[config.mk]
export PLATFORM = sky130hd
export DESIGN_NAME = pcli_ctrl
export DESIGN_NICKNAME = d
export VERILOG_FILES = /design/src/rtl/pcli_pkg.sv /design/src/rtl/pcli_ctrl.sv
export SDC_FILE = /design/constraint.sdc
export NUM_CORES = 1
export LEC_CHECK = 0
export BUFFER_PORTS_ARGS = -buffer_cell sky130_fd_sc_hd__buf_2
export CELL_PAD_IN_SITES_DETAIL_PLACEMENT = 2
export CELL_PAD_IN_SITES_GLOBAL_PLACEMENT = 2
export CORE_ASPECT_RATIO = 1.25
export CORE_UTILIZATION = 23
export CTS_CLUSTER_SIZE = 40
export DETAILED_ROUTE_END_ITERATION = 7
export PLACE_DENSITY_LB_ADDON = 0.1
export SLEW_MARGIN = 20
export SYNTH_ARGS = -nofsm -noshare
export SYNTH_HDL_FRONTEND = slang
export SYNTH_SLANG_ARGS = --single-unit
[constraint.sdc]
create_clock -name clock -period 2.1 [get_ports clock]
set_clock_uncertainty 0.1 [all_clocks]
set_input_delay 0.105 -clock clock [delete_from_list [all_inputs] [get_ports clock]]
set_output_delay 0.105 -clock clock [all_outputs]
set_load 0.01 [all_outputs]
[src/rtl/pcli_pkg.sv]
package pcli_pkg;

   localparam logic [1:0] OP_LOAD = 2'd0;
   localparam logic [1:0] OP_EXEC = 2'd1;
   localparam logic [1:0] OP_READ = 2'd2;

   localparam logic [2:0] ST_OK     = 3'd0;
   localparam logic [2:0] ST_UNSUP  = 3'd1;
   localparam logic [2:0] ST_TRUNC  = 3'd2;
   localparam logic [2:0] ST_RANGE  = 3'd3;
   localparam logic [2:0] ST_HALTED = 3'd4;

   localparam logic [1:0] AWAIT_NONE   = 2'd0;
   localparam logic [1:0] AWAIT_STRING = 2'd1;
   localparam logic [1:0] AWAIT_SERIAL = 2'd2;

   localparam logic [7:0] TYPE_WRITE32_LO = 8'h04;
   localparam logic [7:0] TYPE_WRITE32_HI = 8'h05;
   localparam logic [7:0] TYPE_STRING_LO  = 8'h06;
   localparam logic [7:0] TYPE_STRING_HI  = 8'h07;
   localparam logic [7:0] TYPE_SERIAL_LO  = 8'h08;
   localparam logic [7:0] TYPE_SERIAL_HI  = 8'h09;
   localparam logic [7:0] TYPE_IF_EQ_LO   = 8'h20;
   localparam logic [7:0] TYPE_IF_EQ_HI   = 8'h21;
   localparam logic [7:0] TYPE_ENDIF      = 8'hE2;

   localparam logic [3:0] WIDTH_CODE_WORD = 4'd2;
   localparam logic [3:0] WIDTH_CODE_HALF = 4'd1;

   localparam logic [15:0] SKIP_MAX = 16'hFFFF;

   localparam logic [1:0] REG_CODE_BASE  = 2'd0;
   localparam logic [1:0] REG_CODE_MASK  = 2'd1;
   localparam logic [1:0] REG_IMAGE_BASE = 2'd2;

   localparam logic [31:0] CODE_BASE_RESET  = 32'h8000_0000;
   localparam logic [31:0] CODE_MASK_RESET  = 32'h01FF_FFFF;
   localparam logic [31:0] IMAGE_BASE_RESET = 32'h8000_0000;

   typedef enum logic [2:0] {
      JOB_LOAD,
      JOB_READ,
      JOB_WORD,
      JOB_IF,
      JOB_STRING,
      JOB_SERIAL,
      JOB_ELEM
   } job_type;

   typedef enum logic [3:0] {
      S_IDLE,
      S_DECODE,
      S_ELEM,
      S_CHK,
      S_WR,
      S_RD,
      S_RDW,
      S_RDC,
      S_FIN
   } state_type;

   typedef struct packed {
      logic [31:0] code_base;
      logic [31:0] code_mask;
      logic [31:0] image_base;
   } cfg_type;

   typedef struct packed {
      logic        capture;
      logic        setup;
      job_type     job;
      logic        write_byte;
      logic        read_byte;
      logic        elem_next;
      logic        upd_string;
      logic        clr_pmode;
      logic        endif_op;
      logic        deepen;
      logic        deepen_if_ne;
      logic        start_string;
      logic        start_serial;
      logic        set_status;
      logic [2:0]  status_val;
      logic        finish;
   } cmd_type;

   typedef struct packed {
      logic [1:0]  op;
      logic        halted;
      logic [1:0]  pmode;
      logic        skip_zero;
      logic [7:0]  line_kind;
      logic        rng_ok;
      logic        last_byte;
      logic        last_elem;
   } stat_type;

endpackage

[src/rtl/pcli_ctrl.sv]
module pcli_ctrl (
   input  logic               clock,
   input  logic               reset,
   input  logic               req_valid,
   output logic               req_stall,
   output logic               rsp_valid,
   input  logic               rsp_stall,
   input  pcli_pkg::stat_type stat,
   output pcli_pkg::cmd_type  cmd
);

   pcli_pkg::state_type state_ff, state_in;
   pcli_pkg::job_type   job_ff, job_in;
   logic                rsp_valid_ff, rsp_valid_in;

   always_ff @(posedge clock) begin
      if (reset) begin
         state_ff <= pcli_pkg::S_IDLE;
         job_ff <= pcli_pkg::JOB_LOAD;
         rsp_valid_ff <= 1'b0;
      end else begin
         state_ff <= state_in;
         job_ff <= job_in;
         rsp_valid_ff <= rsp_valid_in;
      end
   end

   always_comb begin
      cmd = '0;
      cmd.job = job_ff;
      state_in = state_ff;
      job_in = job_ff;
      unique case (state_ff)
         pcli_pkg::S_IDLE: begin
            if (req_valid) begin
               cmd.capture = 1'b1;
               state_in = pcli_pkg::S_DECODE;
            end
         end
         pcli_pkg::S_DECODE: begin
            state_in = pcli_pkg::S_FIN;
            priority if (stat.op == pcli_pkg::OP_LOAD) begin
               job_in = pcli_pkg::JOB_LOAD;
               state_in = pcli_pkg::S_CHK;
            end else if (stat.op == pcli_pkg::OP_READ) begin
               job_in = pcli_pkg::JOB_READ;
               state_in = pcli_pkg::S_CHK;
            end else if (stat.op != pcli_pkg::OP_EXEC) begin
               state_in = pcli_pkg::S_FIN;
            end else if (stat.halted) begin
               cmd.set_status = 1'b1;
               cmd.status_val = pcli_pkg::ST_HALTED;
            end else if (stat.pmode == pcli_pkg::AWAIT_STRING) begin
               if (stat.skip_zero) begin
                  job_in = pcli_pkg::JOB_STRING;
                  state_in = pcli_pkg::S_CHK;
               end else begin
                  cmd.upd_string = 1'b1;
               end
            end else if (stat.pmode == pcli_pkg::AWAIT_SERIAL) begin
               if (stat.skip_zero) begin
                  cmd.setup = 1'b1;
                  cmd.job = pcli_pkg::JOB_SERIAL;
                  job_in = pcli_pkg::JOB_ELEM;
                  state_in = pcli_pkg::S_ELEM;
               end else begin
                  cmd.clr_pmode = 1'b1;
               end
            end else begin
               unique case (stat.line_kind)
                  pcli_pkg::TYPE_ENDIF: cmd.endif_op = 1'b1;
                  pcli_pkg::TYPE_IF_EQ_LO, pcli_pkg::TYPE_IF_EQ_HI: begin
                     if (stat.skip_zero) begin
                        job_in = pcli_pkg::JOB_IF;
                        state_in = pcli_pkg::S_CHK;
                     end else begin
                        cmd.deepen = 1'b1;
                     end
                  end
                  pcli_pkg::TYPE_WRITE32_LO, pcli_pkg::TYPE_WRITE32_HI: begin
                     if (stat.skip_zero) begin
                        job_in = pcli_pkg::JOB_WORD;
                        state_in = pcli_pkg::S_CHK;
                     end
                  end
                  pcli_pkg::TYPE_STRING_LO, pcli_pkg::TYPE_STRING_HI: cmd.start_string = 1'b1;
                  pcli_pkg::TYPE_SERIAL_LO, pcli_pkg::TYPE_SERIAL_HI: cmd.start_serial = 1'b1;
                  default: begin
                     cmd.set_status = 1'b1;
                     cmd.status_val = pcli_pkg::ST_UNSUP;
                  end
               endcase
            end
            if (state_in == pcli_pkg::S_CHK) begin
               cmd.setup = 1'b1;
               cmd.job = job_in;
            end
         end
         pcli_pkg::S_ELEM: begin
            cmd.setup = 1'b1;
            cmd.job = pcli_pkg::JOB_ELEM;
            state_in = pcli_pkg::S_CHK;
         end
         pcli_pkg::S_CHK: begin
            priority if (!stat.rng_ok) begin
               cmd.set_status = 1'b1;
               cmd.status_val = pcli_pkg::ST_RANGE;
               state_in = pcli_pkg::S_FIN;
            end else if (job_ff == pcli_pkg::JOB_READ || job_ff == pcli_pkg::JOB_IF) begin
               state_in = pcli_pkg::S_RD;
            end else begin
               state_in = pcli_pkg::S_WR;
            end
         end
         pcli_pkg::S_WR: begin
            cmd.write_byte = 1'b1;
            if (stat.last_byte) begin
               state_in = pcli_pkg::S_FIN;
               if (job_ff == pcli_pkg::JOB_STRING) begin
                  cmd.upd_string = 1'b1;
               end else if (job_ff == pcli_pkg::JOB_ELEM && !stat.last_elem) begin
                  cmd.elem_next = 1'b1;
                  state_in = pcli_pkg::S_ELEM;
               end
            end
         end
         pcli_pkg::S_RD: begin
            cmd.read_byte = 1'b1;
            if (stat.last_byte) begin
               state_in = pcli_pkg::S_RDW;
            end
         end
         pcli_pkg::S_RDW: state_in = pcli_pkg::S_RDC;
         pcli_pkg::S_RDC: begin
            cmd.deepen_if_ne = job_ff == pcli_pkg::JOB_IF;
            state_in = pcli_pkg::S_FIN;
         end
         pcli_pkg::S_FIN: begin
            if (!rsp_valid_ff || !rsp_stall) begin
               cmd.finish = 1'b1;
               state_in = pcli_pkg::S_IDLE;
            end
         end
         default: state_in = pcli_pkg::S_IDLE;
      endcase
   end

   always_comb begin
      rsp_valid_in = rsp_valid_ff;
      if (cmd.finish) begin
         rsp_valid_in = 1'b1;
      end else if (!rsp_stall) begin
         rsp_valid_in = 1'b0;
      end
   end

   assign req_stall = state_ff != pcli_pkg::S_IDLE;
   assign rsp_valid = rsp_valid_ff;

   a_capture_decode: assert property (@(posedge clock) disable iff (reset)
      (state_ff == pcli_pkg::S_IDLE && req_valid) |=> state_ff == pcli_pkg::S_DECODE)
      else $error("accepted beat not decoded");
   a_rsp_from_fin: assert property (@(posedge clock) disable iff (reset)
      $rose(rsp_valid_ff) |-> $past(state_ff) == pcli_pkg::S_FIN)
      else $error("result raised outside finish");
   a_rd_job: assert property (@(posedge clock) disable iff (reset)
      state_ff == pcli_pkg::S_RD |-> (job_ff == pcli_pkg::JOB_READ || job_ff == pcli_pkg::JOB_IF))
      else $error("read sequence for write job");

endmodule

==> results, run 1 <==
- The flow ran to the end, and the final reports show no timing, DRC or antenna violations.
- The global-route wire length before repair is 5690 µm.
- Setup violations remaining at the end of the flow were counted as 0.
- The sequential share of the synthesized area is 17.7%.
- In this run the critical register-to-register path is captured at state_ff[3].
- The first detailed-routing pass ran for 4 iterations.
- After floorplanning, the core was sized to cover 3780 µm².
- Synthesis produced 130 cells.
- The per-cell routed wire length is 15.4 µm.
- For this run, design rule violations remaining after detail routing come to 0.
- For this design the ratio of total power to cell area is 652 nW/µm².
- The synthesized netlist devotes 50.3% of its cell area to simple gates.
- The combinational cell fraction of total power is 52.0%.
- The maximum buffer depth of the clock tree is 2.
- The cell depth of the worst flop-to-flop path is 5.
- Setup repair after global routing left no endpoint under its margin.
- The die footprint is 4200 µm².
- Internal power comes to 474 µW.
- The netlist uses 46 different library cells.
- TritonCTS built the clock tree.
- The number of top-level pins is 43.
- The most instantiated library cell after synthesis is sky130_fd_sc_hd__nand2_1.
- The via-per-instance ratio is 5.09.
- After layout, the minimum clock period comes to 1.97 ns.
- The repair_antennas step left the layout with diodes totalling 0.
- After global routing the overflow that remains totals 0.
- Along the worst path, the maximum fanout reaches 7.
- Multiplexer cells account for 0% of the synthesized area.
- The worst setup path is launched from a flop.
- Per report_power, the sequential group accounts for 25.1% of the total.
- The max-capacitance violation count is 0.
- Of the total power, the clock network draws 22.9%.
- The main combinational cell family by area after synthesis is simple AND/OR/NAND/NOR gates.
- Relative to the synthesized area, the layout overhead comes to 36.0%.
- The post-route core utilization is 32.6%.
- The most critical setup path has its startpoint at state_ff[1].
- The number of I/O port buffers is 42.
- In this run the static leakage power is 0.000589 µW.
- The worst hold path terminates at rsp_valid.
- Counting tap cells, the placed design contains a total of 224 instances.
- The transition time at the pin with the least slew margin is 0.506 ns.
- The total wire length after detailed routing is 3500 µm.
- The relative slew slack is 65.8%.
- The starting density of the core is 24.0%.
- The setup path with the least slack is of type reg -> out.
- Across all layers, the routed design uses 1155 vias.
- The top-area cell type share of the netlist area is 17.7%.
- Global routing used 17.2% of the available tracks across all layers.
- The reg-to-reg setup timing slack is 0.41 ns.
- Data on the critical path is required at its endpoint by 1.89 ns.
- Summing all non-filler instances in the final layout gives an area of 1230 µm².
- After clock tree synthesis, the clock-pin slew on the worst setup and hold paths is 0.04 ns.
- The placed wire-length estimate after detailed placement is 2970 µm.
- Synthesis inferred 8 register bits.
- After the first detailed-routing iteration, the DRC count stood at 27.
- After clock tree synthesis, the setup repair step added 0 buffers.
- The die boundary height is 72.2 µm.
- The number of antenna violations at the first check in global routing is 0.
- The total CTS buffers is 3.
- The cell type with the highest aggregate area in the netlist is sky130_fd_sc_hd__dfxtp_1.
- In the synthesized netlist the async set-or-reset flop fraction comes to 0%.
- IR analysis of the VDD net gives a maximum drop of 0.170 mV.
- The XOR/XNOR share of the synthesized area is 0.966%.
- The number of warning messages in the yosys log is 0.
- The number of hold violations in the final report is 0.
- The switching part of the total is 41.1%.
- The startpoint identified for the worst register-to-register timing path is job_ff[2].
- The count of clock tree sinks is 8.
- Entering global routing, the biggest net connects 14 pins.
- For this run, the post-layout net count is 196.
- In this run the cell area measured after placement is 1190 µm².
- The per-instance average area after synthesis is 6.98 µm².
- The congestion estimate from routability-driven global placement came to 0.851.
- For this run, the slowest stage of the critical path takes 0.37 ns.
- The die span in x is 58.2 µm.
- The switching power total is 330 µW.
- CTS built an H-tree with a depth of 1.
- The kind of end point of the critical path is a primary output.
- Derived from the worst setup path, the maximum achievable clock frequency is 506 MHz.
- In the final layout, the share of cells above drive strength 1 is 34.1%.
- Excluding fillers, the count of instances in the completed layout stands at 227.
- The tightest min-delay check is of the in -> reg type.
- The total negative slack for setup checks is 0 ns.
- STA puts the critical path data arrival time at 1.77 ns.
- After floorplanning, the core was divided into 25 placement rows.
- By area the synthesized netlist is led by sky130_fd_sc_hd__dfxtp_1, sky130_fd_sc_hd__nand2_1, sky130_fd_sc_hd__and3_1.
- The flip-flop cell with the highest count after synthesis is sky130_fd_sc_hd__dfxtp_1.
- The number of nets in the synthesized netlist is 151.
- The count of nets left with antenna violations once routing finished came out at 0.
- Clock tree synthesis selected as its root buffer the cell sky130_fd_sc_hd__clkbuf_8.
- The launch instance of the worst min-delay path is reset.
- In the finished design, the share of the clock period the worst path needs comes to 94.0%.
- The source-to-sink clock delay at the later pin of the worst-skew pair is 0.23 ns.
- The worst hold path was traced through 2 stages.
- Summing the areas of all fa, ha and maj instances in the mapped netlist gives 0% of the synthesized area.
- By count the netlist is led by sky130_fd_sc_hd__nand2_1, sky130_fd_sc_hd__nor2_1, sky130_fd_sc_hd__a21oi_1, sky130_fd_sc_hd__and3_1, sky130_fd_sc_hd__dfxtp_1.
- Traced cell by cell, the critical path runs through nor4b_4, buf_4, and3_1, nand3_1, nand2_1, a21o_1, buf_2.
- The via count of the first global-routing pass came to 1216.
- The number of pins with negative max-slew slack in the final report was 0.
- Summing the areas of all compound-gate instances in the mapped netlist gives 26.1% of the synthesized area.
- The highest-delay cell along the critical path is sky130_fd_sc_hd__dfxtp_1.
- In this run, synthesis inferred 0 flip-flops with an integrated enable.
- The synthesized netlist occupies a cell area of 907 µm².
-- logic make-up (layout without fill, tap and decap cells) --
family / after synthesis / in the layout
AND/OR/NAND/NOR: 76 / 76
AO/OA/AOI/OAI: 34 / 34
buffers and inverters: 11 / 54
flip-flops: 8 / 8
XOR/XNOR: 1 / 1
-- per-stage QoR --
step	power [µW]	hold WS [ns]	setup slack, ns
2_1_floorplan	453	0.0741	0.390
3_3_place_gp	616	0.259	0.222
3_5_place_dp	627	0.270	0.206
4_1_cts	816	0.0260	0.00151
5_1_grt	869	0.0427	0.0199
6_report	804	0.0256	0.125
-- registers in the layout, summed over array words and instances, names as in the netlist --
name,count
rsp_valid,1
state_ff,4
job_ff,3
-- placed cells by master (no fill, tap or decap), types with 2 or more instances in the layout --
master                     instances
sky130_fd_sc_hd__nor2_1           12
sky130_fd_sc_hd__buf_2            42
sky130_fd_sc_hd__nand2_1          15
sky130_fd_sc_hd__clkbuf_8          3
sky130_fd_sc_hd__a21o_1            2
sky130_fd_sc_hd__a31oi_1           2
sky130_fd_sc_hd__nand3b_1          4
sky130_fd_sc_hd__a21oi_1           8
sky130_fd_sc_hd__inv_1             5
sky130_fd_sc_hd__nor4bb_1          2
sky130_fd_sc_hd__nor3_1            4
sky130_fd_sc_hd__nor2b_1           3
sky130_fd_sc_hd__buf_4             4
sky130_fd_sc_hd__o21ai_0           4
sky130_fd_sc_hd__nor4_1            2
sky130_fd_sc_hd__dfxtp_1           7
sky130_fd_sc_hd__nand3_1           7
sky130_fd_sc_hd__nand2b_1          7
sky130_fd_sc_hd__and3_1            8
sky130_fd_sc_hd__o21ai_1           2
sky130_fd_sc_hd__and2_1            2
-- power by group through the flow --
stage | registers, µW | logic, µW | clock network, µW
2_1_floorplan | 189 | 264 | 0
3_3_place_gp | 200 | 415 | 0
5_1_grt | 204 | 468 | 197
4_1_cts | 200 | 428 | 188
6_report | 202 | 419 | 184
3_5_place_dp | 202 | 425 | 0
-- critical path, delay by kind of cell, from the launching register on --
kind | cells | cell delay (ns)
AOI/OAI and AO/OA | 1 | 0.09
buffers and inverters | 2 | 0.32
and+or+nand+nor | 4 | 0.76
DFF | 1 | 0.37
-- routing by layer --
| metal | wire [µm] | track usage [%] | up-vias |
|---|---|---|---|
| met2 | 1980 | 34.1 | 25 |
| met1 | 1420 | 19.7 | 558 |
| met5 | 0 | 0 | - |
| li1 | - | - | 572 |
| met3 | 102 | 1.78 | 0 |
| met4 | 0 | 2.38 | 0 |
-- cell type report --
class	instances	area, µm²
timing repair buffer	46	240
clock buffer	3	41.3
tap	54	67.6
fill	475	2550
sequential	8	161
multi-input combinational	111	704
inverter	5	18.8
-- repair_timing --
| item | 4_1_cts | 5_1_grt |
|---|---|---|
| hold buffers | 0 | 0 |
| setup endpoints to repair | 0 | 2 |
| gates resized for setup | 0 | 2 |
-- how the worst max path moves through the flow --
stage	to	slack, ns
finish	cmd[16]	0.13
global route	cmd[17]	0.02
detailed placement	cmd[15]	0.21
floorplan	cmd[1]	0.39
global placement	cmd[16]	0.22
CTS	cmd[17]	0.002
Note: power is estimated with default switching activity, not from simulation.
==> inputs of run 2 (changes only) <==
--- a/config.mk
+++ b/config.mk
@@ -13,6 +13,7 @@
 export CTS_CLUSTER_SIZE = 40
 export DETAILED_ROUTE_END_ITERATION = 7
 export PLACE_DENSITY_LB_ADDON = 0.1
+export REMOVE_ABC_BUFFERS = 1
 export SLEW_MARGIN = 20
 export SYNTH_ARGS = -nofsm -noshare
 export SYNTH_HDL_FRONTEND = slang
==> results, run 2 (same netlist as run 1, synthesis figures left out) <==
- The run finished with clean final reports.
- The cell-internal power was 480 µW (+1.2%).
- The launch point of the critical path is stat[7].
- The reg-to-reg setup timing slack came to 0.46 ns (+0.05 ns).
- The clock root buffer is sky130_fd_sc_hd__clkbuf_8.
- The combinational cell fraction of total power came to 51.4% (-0.6 points).
- The die boundary height is 72.2 µm (unchanged).
- The total global routing overflow was 0 (unchanged).
- The switching power total is 329 µW (-0.30%).
- The startpoint kind of the worst setup timing path is an input pin.
- The starting density of the core is 24.0% (unchanged).
- The number of diodes is 0 (unchanged).
- The routed wire length on met3 came to 118 µm (+16%).
- The switching part of the total is 40.7% (-0.36 points).
- The part of the power in registers was 25.5% (+0.4 points).
- The total setup buffers inserted after CTS was 0 (unchanged).
- The post-detailed-route DRC marker count came to 0 (unchanged).
- The clock-pin slew on the worst setup and hold paths is 0.04 ns (about the same).
- The share of the clock period used by the worst path after layout is 91.4% (-2.6 points).
- The worst setup path is captured at a primary output.
- The worst hold slack across all endpoints is 0.0318 ns (+0.00614 ns).
- The topmost layer with routed signal wires is met4.
- The total negative slack for setup checks is 0 ns (unchanged).
- The via-per-instance ratio was 5.12 (+0.68%).
- The maximum buffer depth of the clock tree is 2 (unchanged).
- The max-capacitance violation count is 0 (unchanged).
- The tightest min-delay check is of the in -> reg type.
- The length of the first detailed-routing pass in iterations is 4 (unchanged).
- The number of standard cells in the layout, taps in and fillers out came to 228 (+0.44%).
- The total power density per cell area is 649 nW/µm² (-0.54%).
- The post-route minimum period came to 1.92 ns (-0.0551 ns).
- The number of DRC markers after the initial detailed-route iteration is 26 (-3.7%).
- Relative to the synthesized area, the layout overhead comes to 37.5%.
- The capturing element of the worst setup path is cmd[16].
- Ranked by flip-flop count, first place goes to state_ff.
- The flip-flop count of the largest register, all copies and words added came to 4 (unchanged).
- The die footprint is 4200 µm² (unchanged).
- The transition time at the pin with the least slew margin came to 0.473 ns (-0.0329 ns).
- The total via count in the routed design was 1168 (+1.1%).
- The highest attainable clock frequency is 521 MHz (+2.9%).
- The total global routing track utilization is 17.0% (-0.23 points).
- The total wire length after detailed routing was 3370 µm (-3.8%).
- The number of pins with negative max-slew slack in the final report is 0 (unchanged).
- Setup repair after global routing left no endpoint under its margin.
- The met1 wire length came to 1420 µm (-0.14%).
- The largest net degree at the start of global routing was 12 (-2).
- The count of clock tree sinks is 8 (unchanged).
- The required time of the worst setup path is 1.89 ns (about the same).
- The global-route wire length before repair is 5690 µm (unchanged).
- The number of I/O port buffers is 42 (unchanged).
- The cell count after placement came to 225 (+0.45%).
- The row count was 25 (unchanged).
- The clock tree from TritonCTS is built.
- The placed wire-length estimate after detailed placement is 2840 µm (-4.2%).
- The worst register-to-register path begins at job_ff[2].
- The highest fanout seen on the critical path is 6 (-1).
- The cell depth of the worst flop-to-flop path is 5 (unchanged).
- The relative slew slack is 68.0% (+2.2 points).
- The per-cell routed wire length is 14.8 µm (-4.2%).
- The total CTS buffers was 3 (unchanged).
- The number of hold violations in the final report is 0 (unchanged).
- The remaining antenna violation count after routing is 0 (unchanged).
- The leakage power summed over all cells is 0.000594 µW (+0.75%).
- The endpoint identified for the worst register-to-register timing path is state_ff[3].
- The highest ir drop seen on vdd is 0.253 mV (+49%).
- The area of the core was 3780 µm² (unchanged).
- The routability-driven placement congestion ratio is 0.748 (-12%).
- The fraction of layout cells with a size suffix above 1 is 35.1% (+0.95 points).
- The number of antenna violations at the first check in global routing came to 0 (unchanged).
- The routed length on met2 came to 1800 µm (-8.8%).
- The cell area after layout is 1250 µm² (+1.1%).
- The critical path arrival is 1.71 ns (-0.06 ns).
- The worst setup path is of the in -> out kind.
- The part of the total power dissipated in the clock network was 23.1% (+0.2 points).
- The post-route core utilization is 33.0% (+0.36 points).
- The die span in x is 58.2 µm (unchanged).
- The number of top-level pins is 43 (unchanged).
- The area after detailed placement is 1200 µm² (+0.63%).
- The final setup violation count is 0 (unchanged).
- The most common library cell in the layout ignoring fill and taps is sky130_fd_sc_hd__buf_2.
- The top cell types in the final layout, fill and taps aside, are sky130_fd_sc_hd__buf_2, sky130_fd_sc_hd__nand2_1, sky130_fd_sc_hd__nor2_1.
- The depth of the CTS H-tree is 1 (unchanged).
- The source-to-sink clock delay at the later pin of the worst-skew pair is 0.23 ns (about the same).
- The via count of the first global-routing pass is 1266 (+4.1%).
- The number of nets at the end of the flow came to 197 (+0.51%).
==> run 2: cell count changes in the layout (fill, tap and decap cells not counted) <==
cell | previous run | this run
sky130_fd_sc_hd__buf_4 | 4 | 5
sky130_fd_sc_hd__nor4_1 | 2 | 1
sky130_fd_sc_hd__nor4_2 | 0 | 1
==> run 2: worst min-delay path by stage <==
stage | startpoint | to | slack, ns | cells past startpoint
6_report | reset | rsp_valid | 0.03 | 2
3_3_place_gp | reset | rsp_valid | 0.27 | 2
5_1_grt | reset | rsp_valid | 0.05 | 2
3_5_place_dp | reset | rsp_valid | 0.27 | 2
4_1_cts | reset | rsp_valid | 0.03 | 2
2_1_floorplan | reset | rsp_valid | 0.07 | 1
==> run 2: power groups by stage <==
stage	Combinational, µW	Sequential, µW	Clock (µW)
after floorplan	227	213	0
after global placement	414	207	0
after detailed placement	420	208	0
after CTS	423	205	192
after global routing	466	210	200
final	416	206	187
==> run 2: cell type report <==
| type | count | area, µm² |
|---|---|---|
| well taps | 54 | 67.6 |
| multi-input cells | 111 | 711 |
| inverters | 5 | 18.8 |
| fillers | 479 | 2540 |
| repair buffers | 47 | 248 |
| flip-flops and latches | 8 | 161 |
| clock buffers | 3 | 41.3 |
==> run 2: metal layers <==
metal  track usage (%)  up-vias
met5                 0        -
met4              2.12        0
met3              3.03        2
met2              33.5       26
met1              18.9      569
li1                  -      571
==> run 2: timing repair <==
| item | 4_1_cts | 5_1_grt |
|---|---|---|
| setup endpoints to repair | 0 | 5 |
| hold buffers | 0 | 0 |
| gates resized for setup | 0 | 3 |
==> run 2: stage by stage <==
stage	total power [µW]	setup slack [ns]
3_5_place_dp	628	0.194
4_1_cts	819	0.0124
5_1_grt	876	0.0183
3_3_place_gp	620	0.228
6_report	809	0.181
2_1_floorplan	440	0.439
==> run 2: critical path: stages <==
cell                      delay [ns]
sky130_fd_sc_hd__buf_2          0.10
sky130_fd_sc_hd__or3_4          0.41
sky130_fd_sc_hd__nor4_4         0.38
sky130_fd_sc_hd__o21ai_1        0.16
sky130_fd_sc_hd__a21o_1         0.23
sky130_fd_sc_hd__a21o_1         0.18
sky130_fd_sc_hd__buf_2          0.13
